### src/rtl/edd_pkg.sv
// Shared types, constants and helpers for the 16-level error-diffusion ditherer.
// No dependencies.
`default_nettype none

package edd_pkg;

  localparam int PIX_W        = 8;
  localparam int ERR_W        = 8;
  localparam int COLS_W       = 11;
  localparam int ROWS_W       = 16;
  localparam int CFG_W        = 16;
  localparam int MAX_COLS_DEF = 1024;

  localparam logic [COLS_W-1:0] COLS_RESET = COLS_W'(1024);
  localparam logic [ROWS_W-1:0] ROWS_RESET = ROWS_W'(1);

  // register indexes on the config port
  localparam logic CFG_COLUMNS = 1'b0;
  localparam logic CFG_ROWS    = 1'b1;

  // diffusion weights, in 1/16
  localparam logic [4:0] W_INT_RIGHT  = 5'd7;
  localparam logic [4:0] W_INT_BL     = 5'd3;
  localparam logic [4:0] W_INT_BELOW  = 5'd5;
  localparam logic [4:0] W_FST_RIGHT  = 5'd8;
  localparam logic [4:0] W_FST_BELOW  = 5'd6;
  localparam logic [4:0] W_FST_BR     = 5'd2;
  localparam logic [4:0] W_LST_BL     = 5'd6;
  localparam logic [4:0] W_LST_BELOW  = 5'd10;
  localparam logic [4:0] W_LAST_ROW   = 5'd16;

  // position flags of a pixel in flight
  typedef struct packed {
    logic first_col;
    logic last_col;
    logic first_row;
    logic last_row;
    logic frame_end;
  } edd_tag_t;

  // remainder times weight; fits 8 bits for every weight used
  function automatic logic [ERR_W-1:0] wmul(input logic [3:0] e, input logic [4:0] w);
    logic [8:0] p;
    p = 9'(e) * 9'(w);
    return p[ERR_W-1:0];
  endfunction

endpackage

`default_nettype wire

### src/rtl/edd_diffuse.sv
// Error add, saturate, quantize, and spread of the remainder to the neighbors.
// Holds the carry registers and drives the line buffer write port. Uses edd_pkg.
`default_nettype none

module edd_diffuse #(
  parameter int MAX_COLS = edd_pkg::MAX_COLS_DEF,
  parameter int AW       = $clog2(MAX_COLS)
) (
  input  wire logic                     clk,
  input  wire logic                     rst,
  input  wire logic                     move,
  input  wire logic [edd_pkg::PIX_W-1:0] s1_pixel,
  input  wire edd_pkg::edd_tag_t        s1_tag,
  input  wire logic [AW-1:0]            s1_col,
  input  wire logic [edd_pkg::ERR_W-1:0] below_raw,
  output logic      [edd_pkg::PIX_W-1:0] quant,
  output logic                          wr_en,
  output logic      [AW-1:0]            wr_addr,
  output logic      [edd_pkg::ERR_W-1:0] wr_data
);
  import edd_pkg::*;

  logic [ERR_W-1:0] right_carry;
  logic [ERR_W-1:0] pb0;
  logic [ERR_W-1:0] pb1;
  logic             pend_valid;
  logic [AW-1:0]    pend_addr;
  logic [ERR_W-1:0] pend_data;

  logic [ERR_W-1:0] below;
  logic [ERR_W-1:0] right;
  logic [12:0]      acc;
  logic [8:0]       val9;
  logic [7:0]       value;
  logic [3:0]       e;
  logic             mv_wr;
  logic [ERR_W-1:0] mv_data;

  always_comb begin
    below = s1_tag.first_row ? '0 : below_raw;
    right = s1_tag.first_col ? '0 : right_carry;
    acc   = {1'b0, s1_pixel, 4'b0000} + 13'(below) + 13'(right);
    val9  = acc[12:4];
    value = val9[8] ? 8'hFF : val9[7:0];
    quant = {value[7:4], 4'b0000};
    e     = value[3:0];
    // below-left write, interior and last column of a non-final row
    mv_wr   = move && !s1_tag.last_row && !s1_tag.first_col;
    mv_data = s1_tag.last_col ? pb0 + wmul(e, W_LST_BL) : pb0 + wmul(e, W_INT_BL);
    // deferred below write of the last column owns the port when present
    wr_en   = pend_valid || mv_wr;
    wr_addr = pend_valid ? pend_addr : s1_col - AW'(1);
    wr_data = pend_valid ? pend_data : mv_data;
  end

  always_ff @(posedge clk) begin
    if (rst) begin
      right_carry <= '0;
      pb0         <= '0;
      pb1         <= '0;
      pend_valid  <= 1'b0;
    end else begin
      pend_valid <= move && !s1_tag.last_row && s1_tag.last_col;
      if (move) begin
        if (s1_tag.last_col) begin
          right_carry <= '0;
          pb0         <= '0;
          pb1         <= '0;
        end else if (s1_tag.last_row) begin
          right_carry <= wmul(e, W_LAST_ROW);
        end else if (s1_tag.first_col) begin
          right_carry <= wmul(e, W_FST_RIGHT);
          pb0         <= wmul(e, W_FST_BELOW);
          pb1         <= wmul(e, W_FST_BR);
        end else begin
          right_carry <= wmul(e, W_INT_RIGHT);
          pb0         <= pb1 + wmul(e, W_INT_BELOW);
          pb1         <= ERR_W'(e);
        end
      end
    end
  end

  always_ff @(posedge clk) begin
    if (move) begin
      pend_addr <= s1_col;
      pend_data <= (s1_tag.first_col ? '0 : pb1) + wmul(e, W_LST_BELOW);
    end
  end

endmodule

`default_nettype wire

### config.mk
export PLATFORM = sky130hd
export DESIGN_NAME = edd_diffuse
export DESIGN_NICKNAME = d
export VERILOG_FILES = /design/src/rtl/edd_pkg.sv /design/src/rtl/edd_diffuse.sv
export SDC_FILE = /design/constraint.sdc
export NUM_CORES = 1
export LEC_CHECK = 0
export BUFFER_PORTS_ARGS = -buffer_cell sky130_fd_sc_hd__buf_2
export CAP_MARGIN = 20
export CORE_MARGIN = 4
export CORE_UTILIZATION = 30
export CTS_BUF_LIST = sky130_fd_sc_hd__clkbuf_8
export DETAILED_ROUTE_END_ITERATION = 10
export PLACE_DENSITY = 0.47
export RECOVER_POWER = 25
export SYNTH_ARGS = -nofsm -noshare
export SYNTH_HDL_FRONTEND = slang
export SYNTH_SLANG_ARGS = --single-unit
### constraint.sdc
create_clock -name clk -period 16.9 [get_ports clk]
set_input_delay 5.07 -clock clk [delete_from_list [all_inputs] [get_ports clk]]
set_output_delay 5.07 -clock clk [all_outputs]
set_load 0.01 [all_outputs]
---- Word-level counts from Yosys, hierarchy flattened ----
Cells that the tools add are included.
W data, S select, Z words.
word-level totals
  flip-flop bits (word level) ............. 43
  input bits .............................. 34
  output and inout bits ................... 27
  word-level logic and storage cells ...... 42
cells by class
  $add $sub $neg .......................... 7
  multiply operators ...................... 5
  equality and inequality tests ........... 1
  muxes and demuxes ....................... 16
  reduce and logical (&&, ||, !) cells .... 7
operators with widths
  kind                     number
  $mux W8                  13
  $mul A4 B3 Y7 const B    3
  $add A8 B7 Y8            2
  $add A12 B8 Y13          1
  $add A13 B8 Y13          1
  $mul A4 B2 Y6 const B    2
  $mux W10                 1
  $sub A10 B1 Y10 const B  1
  $add A8 B6 Y8            1
  $add A8 B8 Y8            1
  $mux W7                  1
  $mux W5                  1
  $logic_and A1 B1 Y1      3
  $logic_not A1 Y1         2
  $ne A2 B1 Y1 const B     1
  $reduce_and A2 Y1        1
  $logic_or A1 B1 Y1       1

---- Longest topological paths before layout ----
  depth in word-level cells ............... 9
  gate-level depth with buffers ........... 22
  mapped depth without buffers ............ 20

---- Worst setup path after synthesis ----
Ideal clock, no wire load.
  kind .................................... input-to-output
  from .................................... in s1_tag[4] in the netlist's numbering
  to ...................................... out wr_data[7] in the netlist's numbering
  arrival ................................. 9,942 ps
  data required time ...................... 11,830 ps
  path slack .............................. 1,888 ps
  stages on the path ...................... 21
  path buffers ............................ 5
  cell sequence ........................... buf_4 clkbuf_1 clkbuf_1 nor2b_1 fa_1 ha_1 buf_2 o21a_1 o31ai_1 a221oi_2 or2_2 clkbuf_1 ha_1 fa_1 ha_1 a21o_1 a21oi_1 o21bai_1 a21oi_1 mux2_2 o21ai_0
between the ends
  word-level cells in the longest chain between the ends .. 7
  elaborated cells between the ends (all ways) .. 9
  those cells by class .................... 3 x add/sub; 2 x mul; 4 x mux
RTL lines
  item                                            RTL line           source
  start, declared                                 edd_diffuse.sv:13  input wire edd_pkg::edd_tag_t s1_tag,
  $mux W8 *                                       edd_diffuse.sv:41  right = s1_tag.first_col ? '0 : right_carry;
  $add A13 B8 Y13 *                               edd_diffuse.sv:42  acc = {1'b0, s1_pixel, 4'b0000} + 13'(below) + 13'(right);
  $mux W8 *                                       edd_diffuse.sv:44  value = val9[8] ? 8'hFF : val9[7:0];
  $mul A4 B2 Y6                                   edd_pkg.sv:44      p = 9'(e) * 9'(w);
  $add A8 B6 Y8 or $add A8 B7 Y8 (tied branches)  edd_diffuse.sv:49  mv_data = s1_tag.last_col ? pb0 + wmul(e, W_LST_BL) : pb0 + wmul(e, W_INT_BL);
  $mux W8 *                                       edd_diffuse.sv:49
  $mux W8 *                                       edd_diffuse.sv:53  wr_data = pend_valid ? pend_data : mv_data;
  end, declared                                   edd_diffuse.sv:19  output logic [edd_pkg::ERR_W-1:0] wr_data
Every way passes the cells marked *; elsewhere a longest branch is shown, timed or not.

---- Worst setup path after layout ----
  from .................................... in s1_tag[4] in the netlist's numbering
  to ...................................... out wr_data[6] in the netlist's numbering
Same word-level chain as after synthesis.

==> results.ini <==
[power]
power_frac_seq=0.264
p_int_mw=0.250
p_leak_nw=1.96
ir_drop_uv=32.0
clkPwrFrac=0.149
power_density_mw_per_mm2=99.5
switching_share=0.425
power_mw=0.435
switchingPower_mw=0.185
p_comb_frac=0.587

[cts]
cts_tree=done
clk_pin_slew_ns=0.09
htreeDepth=2
cts_setup_buffers=0
clock_path_buffers=2
cts_buffers=5
cts_resized=0
cts.sinks=39
insertion_delay_ns=0.30
clock-root-buffer=clkbuf_8
ctsHoldBuffers=0

[global_route]
first_global_vias=3201
overflow=0
grt_pass1_wl_um=15500
grt_max_degree=40
grt_antenna_before_repair=0
grt_usage=0.131

[setup_path]
crit_type=input pin to output port
crit_arrival_ns=10.27
critical_path.startpoint_type=input pin
end_kind=output port
crit_chain=buf_2 > inv_1 > nand2_1 > fa_1 > inv_1 > ha_1 > and4bb_4 > a221oi_2 > a221oi_2 > nor2_1 > inv_1 > ha_1 > fa_1 > ha_1 > a21oi_1 > o21bai_1 > a21oi_1 > mux2i_1 > o311a_1 > buf_2
required_ns=11.83
max_stage_delay_ns=0.48
worst-path-max-fanout=30
cp_slowest_cell=fa_1
ff2ff_setup_slack_ns=11.47

[sta]
rsz0062_at_grt=no
max_freq_mhz=65.2
relSlewSlack=-0.0403
setup_viol=0
finalSetupTns_ns=0
hold_viol=0
finalCritPeriodShare=0.907
worst_pin_slew_ns=1.56
setup_ws_ns=1.56
period_needed_ns=15.34
fin_skew_ns=0.00858
slew_viol_final=29

[logic_synthesis]
synth_area_leaders=ha_1 (15%), edfxtp_1 (14%), dfxtp_1 (11%)
synth_top_area_frac=0.154
synth_edf_count=18
ys_seq_area_frac=0.247
avgSynthCellArea_um2=8.98
synth_area_mm2=0.00389
syn_inst=433
synth_warnings=0
ys_ff_latch=39
ys_async_sr_fraction=0
synth_cell_type_count=58
synth_area_leader_cell=ha_1
synthFlopType=dfxtp_1

[routing]
wl_per_cell_um=14.3
num_vias=3128
routed_wl_um=9380
drc_errors=0
ant_nets=0
dr.pass1.iters=4
drt_iter0_markers=132
viasPerCell=4.78

[floorplanning]
dieArea_mm2=0.0148
initial_core_util=0.307
rows=41
die_y_um=122
die_x_um=122
core_mm2=0.0127
io_pins=61

[place]
dp_hpwl_um=7470
gp_congestion=0.827
dp_slack_ns=1.52
io_buffers=55
post-place-cells=646

[layout]
mostFrequentLayoutCells=ha_1 (48), buf_2 (45), nand2_1 (35), inv_1 (33), a21oi_1 (31)
antenna_cells=0
fillers=1359
area_growth_pct=12.5
final_nets=582
drive_above_1_share=0.133
final_cell_count_no_fill=654
layout_commonest_cell=ha_1

[status]
violations=max-capacitance violations, max-slew violations
outcome=finished with violations

[worst_hold_path]
hold_class=register to register

[job]
max_cap_viol_count=1

power by group through the flow:
stage	Sequential [mW]	Clock (mW)	Combinational (mW)
global route	0.116	0.0714	0.294
global placement	0.117	0	0.254
finish	0.115	0.0649	0.255
floorplan	0.116	0	0.195
CTS	0.115	0.0680	0.260
detailed placement	0.117	0	0.258
cells in the mapped netlist (all sizes together) (2+ instances only):
cell type / instances
nand3: 4
edfxtp: 18
a22oi: 6
nor2b: 25
nor2: 26
ha: 48
xnor2: 21
a32o: 2
a31o: 2
o21bai: 5
a31oi: 2
nand2: 35
a21oi: 31
a222oi: 2
inv: 33
a2111oi: 2
fa: 19
xor2: 8
o21a: 9
nor3b: 4
a21o: 14
nand2b: 7
nand3b: 2
a211oi: 2
mux2i: 4
or2: 2
a221oi: 4
o21ai: 28
mux2: 2
a211o: 2
clkbuf: 11
buf: 8
dfxtp: 21
nor3: 9
logic make-up (layout without fill, tap and decap cells):
family | after synthesis | after routing | share of synthesized area
compound gates | 117 | 117 | 0.200
xor+xnor | 29 | 29 | 0.0653
fa+ha+maj | 67 | 67 | 0.252
buf+inv | 52 | 98 | 0.0589
flops | 39 | 39 | 0.247
mux | 6 | 6 | 0.0171
other cells | 1 | 4 | 0.000964
simple gates | 122 | 122 | 0.159
state kept, by name, summed over array words and instances, names as in the netlist:
register     flops
pb0              7
pb1              5
right_carry      8
pend_addr       10
pend_valid       1
pend_data        8
critical path: cells and delay by family:
kind,cells,cell delay [ns]
AND/OR/NAND/NOR,3,0.79
AO/OA/AOI/OAI,6,1.17
buffers and inverters,5,1.14
multiplexers,1,0.22
adder cells (fa/ha/maj),5,1.85
per-stage QoR:
stage,hold WS [ns],cell area (um2),utilization
5_1_grt,0.484,4370,0.345
3_3_place_gp,0.441,4310,0.340
4_1_cts,0.459,4390,0.346
3_5_place_dp,0.446,4310,0.340
6_report,0.457,4370,0.345
2_1_floorplan,0.417,3900,-
worst paths after layout:
| kind | from | to | cells past startpoint |
|---|---|---|---|
| worst max-delay path | s1_tag[4] | wr_data[6] | 20 |
| worst min-delay path | pb1[4]$_SDFFE_PP0P_ | pb1[4]$_SDFFE_PP0P_ | 2 |
| worst max register to register | right_carry[5]$_SDFFE_PP0P_ | right_carry[6]$_SDFFE_PP0P_ | 18 |
| worst min register to register | pb1[4]$_SDFFE_PP0P_ | pb1[4]$_SDFFE_PP0P_ | 2 |
metal layers:
metal / part of all wire / up-vias / global-route usage
li1: - / 1616 / -
met5: 0 / - / 0
met3: 0.041 / 6 / 0.0209
met2: 0.46 / 66 / 0.218
met4: 0.011 / 0 / 0.0315
met1: 0.49 / 1440 / 0.178
layout make-up:
cell class	count	area, um2	share of cell area
timing repair buffer	57	274	0.0626
sequential	39	961	0.220
clock buffer	5	68.8	0.0157
tap	172	215	0.0492
clock inverter	3	16.3	0.00372
multi-input combinational	345	2710	0.620
inverter	33	129	0.0295
No activity file was read; power rests on OpenSTA's default activity.
