==> src/rtl/edd_pkg.sv <==
// Shared types, constants and helpers for the 16-level error-diffusion ditherer.
// No dependencies.
`default_nettype none

package edd_pkg;

  localparam int PIX_W        = 8;
  localparam int ERR_W        = 8;
  localparam int COLS_W       = 11;
  localparam int ROWS_W       = 16;
  localparam int CFG_W        = 16;
  localparam int MAX_COLS_DEF = 1024;

  localparam logic [COLS_W-1:0] COLS_RESET = COLS_W'(1024);
  localparam logic [ROWS_W-1:0] ROWS_RESET = ROWS_W'(1);

  // register indexes on the config port
  localparam logic CFG_COLUMNS = 1'b0;
  localparam logic CFG_ROWS    = 1'b1;

  // diffusion weights, in 1/16
  localparam logic [4:0] W_INT_RIGHT  = 5'd7;
  localparam logic [4:0] W_INT_BL     = 5'd3;
  localparam logic [4:0] W_INT_BELOW  = 5'd5;
  localparam logic [4:0] W_FST_RIGHT  = 5'd8;
  localparam logic [4:0] W_FST_BELOW  = 5'd6;
  localparam logic [4:0] W_FST_BR     = 5'd2;
  localparam logic [4:0] W_LST_BL     = 5'd6;
  localparam logic [4:0] W_LST_BELOW  = 5'd10;
  localparam logic [4:0] W_LAST_ROW   = 5'd16;

  // position flags of a pixel in flight
  typedef struct packed {
    logic first_col;
    logic last_col;
    logic first_row;
    logic last_row;
    logic frame_end;
  } edd_tag_t;

  // remainder times weight; fits 8 bits for every weight used
  function automatic logic [ERR_W-1:0] wmul(input logic [3:0] e, input logic [4:0] w);
    logic [8:0] p;
    p = 9'(e) * 9'(w);
    return p[ERR_W-1:0];
  endfunction

endpackage

`default_nettype wire

==> src/rtl/edd_front.sv <==
// Raster position tracking, line buffer read issue and the pixel stage register.
// Uses edd_pkg.
`default_nettype none

module edd_front #(
  parameter int MAX_COLS = edd_pkg::MAX_COLS_DEF,
  parameter int AW       = $clog2(MAX_COLS)
) (
  input  wire logic                      clk,
  input  wire logic                      rst,
  input  wire logic                      accept,
  input  wire logic                      move,
  input  wire logic [edd_pkg::PIX_W-1:0]  pixel_in,
  input  wire logic [edd_pkg::COLS_W-1:0] columns,
  input  wire logic [edd_pkg::ROWS_W-1:0] rows,
  output logic                           s1_valid,
  output logic      [edd_pkg::PIX_W-1:0]  s1_pixel,
  output edd_pkg::edd_tag_t              s1_tag,
  output logic      [AW-1:0]             s1_col,
  output logic                           rd_en,
  output logic      [AW-1:0]             rd_addr
);
  import edd_pkg::*;

  localparam int EW    = $clog2(MAX_COLS + 1);
  localparam int CMP_W = (EW > COLS_W) ? EW : COLS_W;
  localparam logic [CMP_W-1:0] MAXC = CMP_W'(MAX_COLS);

  logic [AW-1:0]     col_idx;
  logic [ROWS_W-1:0] row_idx;
  logic [CMP_W-1:0]  cols_x;
  logic [CMP_W-1:0]  eff_cols;
  logic [CMP_W-1:0]  col_plus1;
  logic [ROWS_W-1:0] eff_rows;
  edd_tag_t          tag;

  always_comb begin
    cols_x = CMP_W'(columns);
    if (cols_x < CMP_W'(2)) begin
      eff_cols = CMP_W'(2);
    end else if (cols_x > MAXC) begin
      eff_cols = MAXC;
    end else begin
      eff_cols = cols_x;
    end
    eff_rows      = (rows == '0) ? ROWS_W'(1) : rows;
    col_plus1     = CMP_W'(col_idx) + CMP_W'(1);
    tag.first_col = (col_idx == '0);
    tag.last_col  = (col_plus1 >= eff_cols);
    tag.first_row = (row_idx == '0);
    tag.last_row  = ({1'b0, row_idx} + 17'd1) >= {1'b0, eff_rows};
    tag.frame_end = tag.last_col && tag.last_row;
  end

  assign rd_en   = accept;
  assign rd_addr = col_idx;

  always_ff @(posedge clk) begin
    if (rst) begin
      col_idx  <= '0;
      row_idx  <= '0;
      s1_valid <= 1'b0;
    end else begin
      if (accept) begin
        s1_valid <= 1'b1;
        if (tag.last_col) begin
          col_idx <= '0;
          row_idx <= tag.frame_end ? '0 : row_idx + ROWS_W'(1);
        end else begin
          col_idx <= col_idx + AW'(1);
        end
      end else if (move) begin
        s1_valid <= 1'b0;
      end
    end
  end

  always_ff @(posedge clk) begin
    if (accept) begin
      s1_pixel <= pixel_in;
      s1_tag   <= tag;
      s1_col   <= col_idx;
    end
  end

endmodule

`default_nettype wire

==> config.mk <==
export PLATFORM = sky130hd
export DESIGN_NAME = edd_front
export DESIGN_NICKNAME = d
export VERILOG_FILES = /design/src/rtl/edd_pkg.sv /design/src/rtl/edd_front.sv
export SDC_FILE = /design/constraint.sdc
export NUM_CORES = 1
export LEC_CHECK = 0
export BUFFER_PORTS_ARGS = -buffer_cell sky130_fd_sc_hd__buf_2
export CAP_MARGIN = 20
export CORE_MARGIN = 1
export CORE_UTILIZATION = 53
export CTS_CLUSTER_DIAMETER = 150
export DETAILED_ROUTE_END_ITERATION = 7
export PLACE_DENSITY = 0.86
export SLEW_MARGIN = 20
export SYNTH_ARGS = -nofsm -noshare
export SYNTH_HDL_FRONTEND = slang
export SYNTH_SLANG_ARGS = --single-unit
==> constraint.sdc <==
create_clock -name clk -period 9 [get_ports clk]
set_input_delay 1.8 -clock clk [delete_from_list [all_inputs] [get_ports clk]]
set_output_delay 1.8 -clock clk [all_outputs]
set_load 0.05 [all_outputs]
=== Yosys cells after proc, flatten, opt, wreduce, memory -nomap -nowiden ===
Index checks and enable logic that the tools add are counted.

* Flip-flop bits (word level): 50
* Bits of input ports: 39
* Output and inout bits: 35
* Logic and storage cells: 31

* $add $sub $neg: 4
* Magnitude comparators: 4
* Muxes and demuxes: 7
* Reductions and logical operators: 6

{| class="wikitable"
|+ Operators with widths
! cell !! count
|-
| $logic_not 16->1 || 2
|-
| $mux 16 || 2
|-
| $mux 11 || 2
|-
| $add 16x1->17 const B || 1
|-
| $ge 17x16->1 || 1
|-
| $add 16x1->16 const B || 1
|-
| $add 10x1->11 const B || 1
|-
| $ge 11x11->1 || 1
|-
| $gt 11x11->1 const B || 1
|-
| $lt 11x2->1 const B || 1
|-
| $add 10x1->10 const B || 1
|-
| $logic_not 10->1 || 1
|-
| $mux 10 || 1
|-
| $mux 1 || 2
|-
| $reduce_and 2->1 || 1
|-
| $reduce_bool 2->1 || 1
|-
| $logic_and 1x1->1 || 1
|}

=== Logic depth before layout (Yosys ltp) ===
Gate-level depths: netlist (run 1).

* Depth after elaboration: 6
* Gate-level depth with buffers: 14
* Mapped depth without buffers: 12

=== Worst setup path before layout (run 1) ===
Ideal clock, no wire load.

* Kind: in2reg
* From: input columns[9] in the netlist's numbering
* To: register row_idx[8]
* Library setup time: 0.117 ns
* Arrival time: 4.531 ns
* Data required time: 8.883 ns
* Path slack: 4.353 ns
* Stages on the path: 11
* Path buffers: 1
* Cells stage by stage: nor4_1 nand2_1 o31ai_1 nand2_1 ha_1 and4_1 o21ai_0 o221ai_1 a31oi_1 clkbuf_1 a22o_1

* Word-level cells in the longest chain between the ends: 6
* Elaborated cells on any way between the ends: 8
* Those cells by class: order compare: 3; mux: 3; reduce/logical: 2

{| class="wikitable"
|+ RTL lines
! item !! RTL line !! source
|-
| start: declaration || edd_front.sv:14 || <nowiki>input wire logic [edd_pkg::COLS_W-1:0] columns,</nowiki>
|-
| $gt 11x11->1 || edd_front.sv:41 || <nowiki>end else if (cols_x > MAXC) begin</nowiki>
|-
| $mux 11 || edd_front.sv:41 ||
|-
| $mux 11 * || edd_front.sv:39 || <nowiki>if (cols_x < CMP_W'(2)) begin</nowiki>
|-
| $ge 11x11->1 * || edd_front.sv:49 || <nowiki>tag.last_col = (col_plus1 >= eff_cols);</nowiki>
|-
| $logic_and 1x1->1 || edd_front.sv:52 || <nowiki>tag.frame_end = tag.last_col && tag.last_row;</nowiki>
|-
| $mux 16 || edd_front.sv:68 || <nowiki>row_idx <= tag.frame_end ? '0 : row_idx + ROWS_W'(1);</nowiki>
|-
| end signal: assignment || edd_front.sv:68 ||
|-
| end: declaration || edd_front.sv:30 || <nowiki>logic [ROWS_W-1:0] row_idx;</nowiki>
|}

Mark *: on every way between the ends. The rest lies on a longest branch, timed or not.
A chain may end at the register's enable or synchronous reset.

=== Worst setup path after layout (run 1) ===
* From: input columns[9] in the netlist's numbering
* To: register row_idx[13]

Same word-level chain as after synthesis.

==> flow_summary.json, run 1 <==
{
  "max_stage_delay_ns": 0.70,
  "syn_nets": 396,
  "routed_wl_um": 6710,
  "drt_iter0_markers": 161,
  "pin_count": 74,
  "crit_top_cell": "nand2_1",
  "cts_setup_buffers": 0,
  "synth_compound_area_share_pct": 17.5,
  "synthArstFlopShare_pct": 0,
  "route.vias.total": 2707,
  "worstRegToRegCells": 12,
  "hpwl_um": 5240,
  "worstHoldStart": "s1_valid",
  "nNetsFinal": 466,
  "utilization_pct": 64.0,
  "worstPathArrival_ns": 5.57,
  "clock_power_share_pct": 28.6,
  "yosysUniqueCellTypes": 49,
  "post_cts_resize_count": 0,
  "p_comb_share_pct": 16.1,
  "pwr-share-seq_pct": 55.3,
  "grt_pass1_wl_um": 11200,
  "synthSimpleGateAreaFrac_pct": 18.7,
  "startpoint": "columns[9]",
  "ys_ff_latch": 50,
  "drv_slew": 0,
  "hold_path_class": "reg -> reg",
  "clockBufferDepth": 2,
  "rows": 27,
  "final_common_cell": "buf_2",
  "ant_nets": 0,
  "power.density_nw_per_um2": 126,
  "final_cell_mix": "buf_2 (73), nand2_1 (36), ha_1 (31)",
  "p_sw_uw": 127,
  "status": "completed",
  "path_class": "in -> reg",
  "antenna_found_initial": 0,
  "synthXorXnorAreaFrac_pct": 5.74,
  "finalSetupTns_ns": 0,
  "initial_utilization_pct": 55.1,
  "r2r_setup_slack_ns": 4.90,
  "hold_buffers": 0,
  "synth_top_cell_area_share_pct": 22.6,
  "syn_to_final_growth_pct": 16.1,
  "viasPerCell": 5.77,
  "diodes": 0,
  "core_area_um2": 5540,
  "power_switching_share_pct": 28.3,
  "gp_congestion": 0.877,
  "crit-reg2reg-capture": "row_idx[13]",
  "critPathTopFamily": "compound AO/OA/AOI/OAI gates",
  "drive_gt1_share_pct": 21.2,
  "cp_cell_sequence": "buf_2 > nor4_1 > nand2_1 > o31ai_1 > nand2_1 > ha_1 > and4_1 > o21ai_0 > o221ai_1 > a21oi_2 > nor3_2 > a22o_1",
  "cp_slowest_cell": "nor3_2",
  "path_clk_slew_ns": 0.09,
  "netlist_area_um2": 3050,
  "hold_path_depth": 2,
  "wl_per_cell_um": 14.3,
  "cp-start-kind": "primary input",
  "cts_tree": "done",
  "numCtsBuffers": 5,
  "period_needed_ns": 5.32,
  "p_int_uw": 321,
  "grt_max_degree": 36,
  "seq_area_frac_synth_pct": 40.3,
  "crit_buf_inv": 1,
  "setup_viol": 0,
  "grtUsageTotal_pct": 23.5,
  "die_h_um": 77.9,
  "period_share_pct": 59.1,
  "crit_fanout": 14,
  "clock_sinks": 50,
  "muxShareOfSynthArea_pct": 0,
  "synth_top_family_by_area": "simple AND/OR/NAND/NOR gates",
  "hold_violations": 0,
  "ys_top_cells_by_area": "edfxtp_1 (23%), dfxtp_1 (18%), ha_1 (13%)",
  "synthCells": 326,
  "first_pass_iters": 8,
  "fin_cells": 469,
  "clk_latency_ns": 0.30,
  "grt_pass1_vias": 2385,
  "vdd_drop_max_mv": 0.0830,
  "rsz0062_at_grt": "false",
  "cts_root_buffer": "clkbuf_8",
  "synth-adder-area-share_pct": 12.7,
  "dieArea_um2": 6070,
  "reg2reg_from": "row_idx[0]",
  "clock_skew_ns": 0.00731,
  "grt_overflow": 0,
  "hold_end": "s1_valid",
  "fmax_mhz": 188,
  "p_leak_uw": 0.00168,
  "required_ns": 9.24,
  "portBuffers": 73,
  "end_kind": "flop",
  "drv_cap": 0,
  "worst_pin_slew_ns": 0.772,
  "synth_edf_count": 23,
  "synth_warnings": 0,
  "cts-htree-levels": 2,
  "ys.flop_type": "dfxtp_1",
  "synth_top_cell_by_area": "edfxtp_1",
  "remaining_drc_errors": 0,
  "avgSynthCellArea_um2": 9.36,
  "dp.cells": 461,
  "slew_headroom_pct": 48.1,
  "die_w_um": 77.9
}
-- metrics by stage --
step	cell area [um^2]	total power, uW	hold slack, ns	setup slack (ns)
5_1_grt	3550	464	0.503	3.25
6_report	3550	448	0.483	3.68
3_3_place_gp	3460	323	0.469	3.56
4_1_cts	3550	449	0.487	3.68
2_1_floorplan	3050	301	0.478	4.35
3_5_place_dp	3460	325	0.466	3.37
-- area by class of cell --
class                           count  area [um^2]
Clock inverter                      2         15.0
Multi-Input combinational cell    239         1670
Clock buffer                        6         72.6
Inverter                           26         97.6
Tap cell                           72         90.1
Sequential cell                    50         1230
Timing Repair Buffer               74          373
Fill cell                         466         1990
-- power by group through the flow --
stage / clock network, uW / logic (uW) / registers (uW)
finish: 128 / 72.1 / 248
global route: 137 / 78.3 / 248
CTS: 129 / 72.1 / 248
floorplan: 0 / 24.2 / 277
global placement: 0 / 70.1 / 253
detailed placement: 0 / 71.9 / 253
-- logic make-up after synthesis --
| logic type | count (synthesis) |
|---|---|
| AOI/OAI and AO/OA | 78 |
| and+or+nand+nor | 110 |
| DFF | 50 |
| buffers and inverters | 37 |
| adders and majority gates | 31 |
| xor gates and xnor gates | 20 |
-- state kept, by name, indices dropped and copies added, names as in the netlist --
register	cells
row_idx	16
s1_valid	1
s1_col	10
s1_tag	5
rd_addr	10
s1_pixel	8
-- routing by layer --
metal / GRT usage, % / wire [um]
met1: 33.0 / 3060
met2: 38.1 / 3180
met3: 3.18 / 400
met4: 6.11 / 71
met5: 0 / 0
-- worst register-to-register path: stages, from the launching register on --
cell and delay [ns]:
dfxtp_1 0.43, ha_1 0.30, nand2_1 0.13, or4_1 0.65
nor2_1 0.17, xor2_1 0.23, ha_1 0.29, nand3_1 0.14
nor2_1 0.08, a221oi_1 0.51, o211ai_2 0.23, nor3_2 0.62
a22o_1 0.27
-- how the worst max path moves through the flow --
| stage | cells past startpoint | to | slack, ns |
|---|---|---|---|
| finish | 12 | row_idx[13] | 3.68 |
| global route | 12 | row_idx[13] | 3.25 |
| CTS | 12 | row_idx[13] | 3.68 |
| detailed placement | 12 | row_idx[13] | 3.37 |
| global placement | 12 | row_idx[14] | 3.56 |
| floorplan | 11 | row_idx[8] | 4.35 |
-- synth_stat cells, types with 2 or more instances --
cell,number
nand2_1,36
ha_1,31
dfxtp_1,27
inv_1,26
edfxtp_1,23
a21oi_1,21
nand3_1,15
xor2_1,14
a22o_1,12
nor2_1,12
o21ai_0,11
nor4_1,10
and3_1,9
clkbuf_1,7
a211oi_1,6
nand2b_1,6
xnor2_1,6
nor3_1,5
a31oi_1,3
nand4_1,3
nand4b_1,3
o21a_1,3
a21o_1,2
a22oi_1,2
a41o_1,2
and4_1,2
buf_4,2
nor4b_1,2
o21ai_1,2
o21bai_1,2
o22ai_1,2
or4_1,2
Note: power is estimated with default switching activity, not from simulation.
==> run 2, diff against run 1 <==
Clock period 9 ns to 5.08 ns, I/O delays scaled along.
==> run 2 against run 1 <==
  * Power up 79%
  * Worst setup slack lost 2.8 ns
  * Core utilization rose by 0.11 points
  * Combinational power increased by 79%
  * Highest routed layer unchanged
  * Clock power up 80%
  * Sequential share of layout area shrank 0.061 points
  * Critical path depth decreased by 1
==> flow_summary.json, run 2 (same netlist as run 1, synthesis figures left out) <==
{
  "p_comb_share_pct": 16.2,
  "drv_slew": 0,
  "path_class": "reg -> reg",
  "cp_cell_sequence": "ha_1 > nand2_1 > or4_1 > nor2_1 > xor2_1 > ha_1 > and3_1 > a221oi_1 > o211ai_2 > nor3_2 > a22o_1",
  "grt_max_degree": 36,
  "p_int_uw": 571,
  "nNetsFinal": 467,
  "largest_register": "row_idx",
  "grt_pass1_wl_um": 11600,
  "fin_cells": 470,
  "clock_sinks": 50,
  "period_needed_ns": 4.19,
  "clock_power_share_pct": 28.9,
  "rows": 27,
  "core_area_um2": 5540,
  "slew_headroom_pct": 45.7,
  "cts_tree": "done",
  "clk_latency_ns": 0.30,
  "initial_utilization_pct": 55.1,
  "period_share_pct": 82.5,
  "path_clk_slew_ns": 0.09,
  "final_cell_mix": "buf_2 (73), nand2_1 (36), ha_1 (31)",
  "grt_pass1_vias": 2447,
  "final_common_cell": "buf_2",
  "clock_skew_ns": 0.00831,
  "antenna_found_initial": 0,
  "hold_path_class": "reg -> reg",
  "numCtsBuffers": 5,
  "whs_ns": 0.488,
  "finalSetupTns_ns": 0,
  "drv_cap": 0,
  "multi_input_area_um2": 1670,
  "gp_congestion": 0.879,
  "viasPerCell": 5.74,
  "placed_area_um2": 3470,
  "drive_gt1_share_pct": 21.4,
  "largest_reg_flops": 16,
  "pin_count": 74,
  "max_stage_delay_ns": 0.66,
  "required_ns": 5.33,
  "crit_fanout": 12,
  "first_pass_iters": 4,
  "fillerInstances": 480,
  "grtUsageTotal_pct": 24.1,
  "ant_nets": 0,
  "p_leak_uw": 0.00169,
  "utilization_pct": 64.1,
  "dieArea_um2": 6070,
  "routed_wl_um": 7010,
  "portBuffers": 73,
  "crit_top_cell": "ha_1",
  "grt_overflow": 0,
  "hold_violations": 0,
  "drt_iter0_markers": 216,
  "rsz0062_at_grt": "false",
  "remaining_drc_errors": 0,
  "cp-start-kind": "flop",
  "cts_root_buffer": "clkbuf_8",
  "worst_pin_slew_ns": 0.811,
  "cts-htree-levels": 2,
  "diodes": 0,
  "worstPathArrival_ns": 4.44,
  "hold_buffers": 0,
  "setup_viol": 0,
  "hpwl_um": 5260,
  "p_sw_uw": 228,
  "pwr-share-seq_pct": 55.0,
  "cp_slowest_cell": "nor3_2",
  "fmax_mhz": 239,
  "post_cts_resize_count": 0,
  "power.density_nw_per_um2": 225,
  "syn_to_final_growth_pct": 16.4,
  "vdd_drop_max_mv": 0.139,
  "cts_setup_buffers": 0,
  "die_w_um": 77.9,
  "status": "completed",
  "dp.cells": 462,
  "route.vias.total": 2699,
  "end_kind": "flop",
  "wl_per_cell_um": 14.9,
  "seq_area_um2": 1230,
  "power_switching_share_pct": 28.6,
  "die_h_um": 77.9,
  "final_area_um2": 3550,
  "clockBufferDepth": 2
}
-- run 2: cell count changes in the layout (fill, tap and decap cells not counted) --
cell	change
buf_4	+1
clkinv_2	+1
clkinvlp_4	-2
inv_6	+1
-- run 2: metal layers --
metal / share of wire [%] / wire (um) / vias to the layer above / global-route usage (%)
met4: 0.88 / 62 / 0 / 5.37
met5: 0 / 0 / - / 0
met2: 48 / 3380 / 81 / 41.0
met3: 5.6 / 390 / 5 / 3.76
li1: - / - / 1344 / -
met1: 45 / 3180 / 1269 / 32.4
-- run 2: per-stage QoR --
| stage | setup WS (ns) | power [uW] |
|---|---|---|
| 2_1_floorplan | 1.22 | 533 |
| 3_3_place_gp | 0.722 | 573 |
| 4_1_cts | 0.907 | 800 |
| 5_1_grt | 0.502 | 829 |
| 3_5_place_dp | 0.611 | 577 |
| 6_report | 0.888 | 799 |
-- run 2: worst paths after layout --
check	start	to	slack [ns]	depth (start not counted)
max reg2reg	row_idx[0]	row_idx[14]	0.89	11
min	s1_valid	s1_valid	0.49	2
max	row_idx[0]	row_idx[14]	0.89	11
min reg2reg	s1_valid	s1_valid	0.49	2
-- run 2: cell type report --
| type | count | share of cell area [%] |
|---|---|---|
| multi-input combinational | 239 | 46.9 |
| sequential | 50 | 34.7 |
| timing repair buffer | 75 | 10.7 |
| inverter | 26 | 2.75 |
| tap | 72 | 2.54 |
| clock buffer | 6 | 2.04 |
| clock inverter | 2 | 0.387 |
-- run 2: power groups by stage --
stage / registers, uW / clock network [uW] / logic [uW]
finish: 439 / 231 / 129
global route: 441 / 248 / 140
CTS: 439 / 232 / 129
detailed placement: 448 / 0 / 128
global placement: 447 / 0 / 125
floorplan: 490 / 0 / 42.9
-- run 2: critical path: cells and delay by family, from the launching register on --
| family | cells | cell delay (ns) |
|---|---|---|
| and+or+nand+nor | 5 | 1.83 |
| AOI/OAI and AO/OA | 3 | 1.05 |
| adders and majority gates | 2 | 0.59 |
| DFF | 1 | 0.41 |
| xor gates and xnor gates | 1 | 0.26 |
